===== src/sv/framebuffer_pixel_converter_macros.svh =====
// Assertion macros for the framebuffer pixel converter.
// No dependencies; included by the top level. Define ASSERT_OFF to drop them.
`ifndef FRAMEBUFFER_PIXEL_CONVERTER_MACROS_SVH
`define FRAMEBUFFER_PIXEL_CONVERTER_MACROS_SVH

`ifndef ASSERT_OFF

// Same-cycle implication under reset
`define FBPC_ASSERT_IMP(label, clk, rst_n, ante, cons) \
    label: assert property (@(posedge clk) disable iff (!rst_n) (ante) |-> (cons)) \
        else $error("fbpc assertion failed");

// Next-cycle implication under reset
`define FBPC_ASSERT_NXT(label, clk, rst_n, ante, cons) \
    label: assert property (@(posedge clk) disable iff (!rst_n) (ante) |=> (cons)) \
        else $error("fbpc assertion failed");

`else

`define FBPC_ASSERT_IMP(label, clk, rst_n, ante, cons)
`define FBPC_ASSERT_NXT(label, clk, rst_n, ante, cons)

`endif

`endif


===== src/sv/fbpc_pkg.sv =====
// Shared types, codes and helper functions for the framebuffer pixel converter.
// No dependencies; used by the configuration registers and the top level.
package fbpc_pkg;

    localparam int WORD_W     = 32;
    localparam int IDX_W      = 8;
    localparam int CFG_IDX_W  = 3;
    localparam int CFG_DATA_W = 5;
    localparam int SUM_W      = 15;

    // floor(s / 100) == (s * 41944) >> 22 for every s below 25600
    localparam logic [15:0] GRAY_RECIP = 16'd41944;
    localparam int          GRAY_SHIFT = 22;

    typedef enum logic [CFG_IDX_W-1:0] {
        REG_RED_SHIFT,
        REG_RED_WIDTH,
        REG_GREEN_SHIFT,
        REG_GREEN_WIDTH,
        REG_BLUE_SHIFT,
        REG_BLUE_WIDTH,
        REG_INVERT_MONO
    } cfg_reg_t;

    typedef enum logic {
        OP_CONVERT,
        OP_PAL_WRITE
    } opcode_t;

    typedef enum logic [1:0] {
        CH_RED,
        CH_GREEN,
        CH_BLUE
    } channel_t;

    typedef struct packed {
        logic [4:0] red_shift;
        logic [3:0] red_width;
        logic [4:0] green_shift;
        logic [3:0] green_width;
        logic [4:0] blue_shift;
        logic [3:0] blue_width;
        logic       invert_mono;
    } fbpc_cfg_t;

    // Take the channel field at shift/width; widths above eight saturate
    function automatic logic [IDX_W-1:0] field_index(
        input logic [WORD_W-1:0] word,
        input logic [4:0]        shift,
        input logic [3:0]        width
    );
        logic [3:0]        w;
        logic [IDX_W:0]    mask;
        logic [WORD_W-1:0] shifted;
        w       = (width > 4'd8) ? 4'd8 : width;
        mask    = ((IDX_W+1)'(1) << w) - (IDX_W+1)'(1);
        shifted = word >> shift;
        return shifted[IDX_W-1:0] & mask[IDX_W-1:0];
    endfunction

    // Mirror the bit order of a byte
    function automatic logic [7:0] reverse_byte(input logic [7:0] b);
        logic [7:0] r;
        for (int i = 0; i < 8; i++)
        begin
            r[i] = b[7-i];
        end
        return r;
    endfunction

    // Weighted luminance sum 30r + 59g + 11b, at most 25500
    function automatic logic [SUM_W-1:0] luma_sum(
        input logic [7:0] r,
        input logic [7:0] g,
        input logic [7:0] b
    );
        return SUM_W'(r) * SUM_W'(30) + SUM_W'(g) * SUM_W'(59) + SUM_W'(b) * SUM_W'(11);
    endfunction

endpackage


===== src/sv/fbpc_cfg_regs.sv =====
// Configuration register file of the framebuffer pixel converter.
// Depends on fbpc_pkg for the register codes and the configuration struct.
module fbpc_cfg_regs
    import fbpc_pkg::*;
(
    input  logic                  clk,
    input  logic                  rst_n,
    input  logic                  wr_en,
    input  logic [CFG_IDX_W-1:0]  wr_index,
    input  logic [CFG_DATA_W-1:0] wr_data,
    output fbpc_cfg_t             cfg
);

    fbpc_cfg_t cfg_reg;
    fbpc_cfg_t cfg_next;

    // Decode the register index and update one field
    always_comb
    begin
        cfg_next = cfg_reg;
        if (wr_en)
        begin
            case (cfg_reg_t'(wr_index))
                REG_RED_SHIFT:   cfg_next.red_shift   = wr_data[4:0];
                REG_RED_WIDTH:   cfg_next.red_width   = wr_data[3:0];
                REG_GREEN_SHIFT: cfg_next.green_shift = wr_data[4:0];
                REG_GREEN_WIDTH: cfg_next.green_width = wr_data[3:0];
                REG_BLUE_SHIFT:  cfg_next.blue_shift  = wr_data[4:0];
                REG_BLUE_WIDTH:  cfg_next.blue_width  = wr_data[3:0];
                REG_INVERT_MONO: cfg_next.invert_mono = wr_data[0];
                default:         cfg_next = cfg_reg;
            endcase
        end
    end

    // Hold the registers; reset to RGB888 layout, mono not inverted
    always_ff @(posedge clk or negedge rst_n)
    begin
        if (!rst_n)
        begin
            cfg_reg.red_shift   <= 5'd16;
            cfg_reg.red_width   <= 4'd8;
            cfg_reg.green_shift <= 5'd8;
            cfg_reg.green_width <= 4'd8;
            cfg_reg.blue_shift  <= 5'd0;
            cfg_reg.blue_width  <= 4'd8;
            cfg_reg.invert_mono <= 1'b0;
        end
        else
        begin
            cfg_reg <= cfg_next;
        end
    end

    assign cfg = cfg_reg;

endmodule


===== config.mk =====
export PLATFORM = sky130hd
export DESIGN_NAME = fbpc_cfg_regs
export DESIGN_NICKNAME = d
export VERILOG_FILES = /design/src/sv/framebuffer_pixel_converter_macros.svh /design/src/sv/fbpc_pkg.sv /design/src/sv/fbpc_cfg_regs.sv
export SDC_FILE = /design/constraint.sdc
export NUM_CORES = 1
export LEC_CHECK = 0
export BUFFER_PORTS_ARGS = -buffer_cell sky130_fd_sc_hd__buf_2
export CAP_MARGIN = 20
export CORE_ASPECT_RATIO = 0.6
export CORE_UTILIZATION = 50
export DETAILED_ROUTE_END_ITERATION = 7
export PLACE_DENSITY = 0.8
export SETUP_SLACK_MARGIN = 0.3
export SYNTH_ARGS = -nofsm -noshare
export SYNTH_HDL_FRONTEND = slang
export SYNTH_SLANG_ARGS = --single-unit

===== constraint.sdc =====
create_clock -name clk -period 1 [get_ports clk]
set_input_delay 0.2 -clock clk [delete_from_list [all_inputs] [get_ports clk]]
set_output_delay 0.2 -clock clk [all_outputs]
set_load 0.05 [all_outputs]

==> reports/metrics.yaml, run 1 <==
synth_top_area_share_pct: 51.5
clock-sinks: 28
synth_area_leaders: "dfrtp_1 (52%), mux2_2 (28%), dfstp_2 (12%)"
synth_cells: 63
synth_top_area_cell: "dfrtp_1"
initial_core_util_pct: 56.8
place_congestion: 0.754
yosysUniqueCellTypes: 7
syn-num-nets: 74
die_x_um: 63.0
cts-buffers-inserted: 3
die_h_um: 38.6
status: "stopped before the end"
post_cts_buffers: 11
yosysWarnings: 0
io_buffers: 38
clock_path_buffers: 2
place_hpwl_mm: 1.69
synth-seq-area-share_pct: 63.3
ioPinCount: 39
dp_slack_ps: -251
core.rowCount: 12
avgSynthCellArea_um2: 17.7
cts-resized-gates: 88
syn_area_um2: 1120
tool.error: "[ERROR DPL-0033] detailed placement checks failed during check placement."
ys_ff_latch: 28
hold_buffers: 1
haltStage: "clock tree synthesis (4_1_cts)"
clockRootBuffer: "clkbuf_8"
h-tree-depth: 1
[kinds of logic after synthesis]
logic type    share of synthesized area (%)
flops                                  63.3
mux                                    28.2
simple gates                           8.51
[cells in the mapped netlist]
| cell | number |
|---|---|
| and4bb_1 | 1 |
| dfstp_2 | 5 |
| dfrtp_1 | 23 |
| nand4b_1 | 3 |
| mux2_2 | 28 |
| and4bb_4 | 2 |
| nor4b_4 | 1 |
[through the flow]
| step | instances | instance area [µm²] | setup TNS, ps |
|---|---|---|---|
| detailed placement | 131 | 1460 | -5320 |
| global placement | 131 | 1460 | -4840 |
| floorplan | 63 | 1200 | -241 |
==> run 2, diff against run 1 <==
--- a/config.mk
+++ b/config.mk
@@ -7,11 +7,10 @@
 export LEC_CHECK = 0
 export BUFFER_PORTS_ARGS = -buffer_cell sky130_fd_sc_hd__buf_2
 export CAP_MARGIN = 20
-export CORE_ASPECT_RATIO = 0.6
-export CORE_UTILIZATION = 50
+export CORE_AREA = 2 2 63 65
 export DETAILED_ROUTE_END_ITERATION = 7
-export PLACE_DENSITY = 0.8
-export SETUP_SLACK_MARGIN = 0.3
+export DIE_AREA = 0 0 65 67
+export PLACE_DENSITY_LB_ADDON = 0.15
 export SYNTH_ARGS = -nofsm -noshare
 export SYNTH_HDL_FRONTEND = slang
 export SYNTH_SLANG_ARGS = --single-unit
==> reports/metrics.yaml, run 2 <==
status: "finished, violations left"
failed_checks: "setup timing"
die_h_um: 67  # +74%
crit_arrival_ps: 980
cpMaxStageDelayCell: "dfstp_2"
grt_max_degree: 29
finalWirelength_mm: 2.40
synth_area_leaders: "dfrtp_1 (52%), mux2_2 (28%), dfstp_2 (12%)"
finalSetupViolCount: 28
grt_overflow_total: 0
synth-seq-area-share_pct: 63.3  # unchanged
finish.utilization_pct: 46.8
cts_tree: "built"
path_cells: "buf_8"
clock_path_buffers: 2  # unchanged
skew_ps: 0
drive_above_1_share_pct: 74.3
path_buf_inv: 1
final_hold_viol_count: 0
synth_cells: 63  # unchanged
avgSynthCellArea_um2: 17.7  # unchanged
h-tree-depth: 1  # unchanged
num_antenna_cells: 0
die_area_um2: 4360
clock-sinks: 28  # unchanged
final_common_cell: "mux2_2"
powerDensity_nw_per_um2: 2450
ant_nets: 0
hold_path_class: "input port to flip-flop"
clockRootBuffer: "clkbuf_8"
critPathMaxFanout: 2
fin_nets: 125
grt_pass1_wl_mm: 3.89
ioPinCount: 39  # unchanged
path_class: "flip-flop to output port"
grt_antenna_before_repair: 0
io_buffers: 38  # unchanged
fmax_mhz: 846
grt_pass1_vias: 764
critPathLaunchType: "flip-flop"
via_count: 722
yosysUniqueCellTypes: 7  # unchanged
finalCriticalPeriod_ps: 1180
core_area_um2: 3610
die_x_um: 65  # +3.1%
slew_headroom_pct: 86.1
fin_crit_sh_pct: 118
grtUsageTotal_pct: 12.1
yosysWarnings: 0  # unchanged
r2r_cells: 3
whs_path_depth: 2
ir_drop_mv: 0.941
place_congestion: 0.654  # -13%
cts-buffers-inserted: 3  # unchanged
maxCapViolCount: 0
cp.depth: 1
fin_ws_ps: -182
drv_slew: 0
hold_ws_ps: 190
synth-edff-count: 0  # unchanged
drtIter0Drc: 6
async_flop_share_pct: 100  # unchanged
synth_common_cells: "mux2_2 (28), dfrtp_1 (23), dfstp_2 (5), nand4b_1 (3), and4bb_4 (2)"
wl_per_cell_um: 14.9
synth_top_area_cell: "dfrtp_1"
syn-num-nets: 74  # unchanged
synth_most_common_cell: "mux2_2"
place_hpwl_mm: 1.62  # -4.4%
vias_per_cell: 4.48
ys.flop_type: "dfrtp_1"
worst_pin_slew_ps: 209
drc_errors: 0
rsz0062_at_grt: "yes"
cp_top_family: "flip-flops"
clk_pin_slew_ps: 100
max_stage_delay_ps: 560
p_leak_nw: 0.754
first_pass_iters: 3
clk_latency_ps: 270
endpoint_kind: "output port"
layout_common_cells: "mux2_2 (27), buf_6 (24), dfrtp_1 (23)"
synth_top_area_share_pct: 51.5  # unchanged
initial_core_util_pct: 31.0  # -26 points
ys_ff_latch: 28  # unchanged
core.rowCount: 22  # +10
area_growth_pct: 51.2
syn_area_um2: 1120  # unchanged
largest_register_ffs: 28
worstPathRequired_ps: 800
run 2: what timing repair did:
item | 4_1_cts | 5_1_grt
endpoints found under the hold margin | 23 | 0
endpoints found under the setup margin | 28 | 28
hold buffers | 1 | 0
gates cloned | 0 | 0
buffers inserted | 1 | 2
gates resized for setup | 60 | 3
run 2: path summary, 6_finish.rpt:
kind,from,end,slack (ps)
hold / removal,wr_data[4],cfg[9],190
max in group asynchronous,rst_n,cfg[17],360
min in group asynchronous,rst_n,cfg[20],400
setup reg to reg,cfg[10],cfg[10],0
hold reg to reg,cfg[11],cfg[11],530
setup / recovery,cfg[27],cfg[27],-180
run 2: kinds of logic (layout without fill, tap and decap cells):
| family | count (synthesis) | after routing | synth area share (%) |
|---|---|---|---|
| buffers and inverters | 0 | 50 | 0 |
| DFF | 28 | 28 | 63.3 |
| muxes | 28 | 28 | 28.2 |
| and+or+nand+nor | 7 | 7 | 8.51 |
run 2: report_power, final:
part	leakage (nW)	switching, mW	internal [mW]
sequential	0.329	0.185	1.42
combinational	0.403	1.14	0.779
clock	0.0228	0.338	0.285
run 2: cell type report:
class / instances / area (µm²)
Fill cell: 332 / 1920
Multi-Input combinational cell: 35 / 414
Clock buffer: 4 / 45.0
Timing Repair Buffer: 46 / 463
Tap cell: 48 / 60.1
Sequential cell: 28 / 707
run 2: through the flow:
step           instance area [µm²]  setup TNS, ps  std cells  total power [mW]  worst slack, ps
2_1_floorplan                 1120           -241         63              2.70            -56.4
3_3_place_gp                  1410          -4570        153              3.07             -228
3_5_place_dp                  1410          -4890        153              3.08             -247
4_1_cts                       1660          -1650        159              4.13             -180
5_1_grt                       1690          -2540        161              4.34             -219
6_report                      1690          -1440        161              4.15             -182
run 2: routing by layer:
layer	track usage, %	wire, µm	vias to the layer above	share of wire (%)
met5	0	0	-	0
met4	3.99	14	0	0.58
met3	2.53	117	2	4.9
met2	20.0	1170	22	49
met1	15.7	1100	363	46
li1	-	-	335	-
No activity file was read; power rests on OpenSTA's default activity.
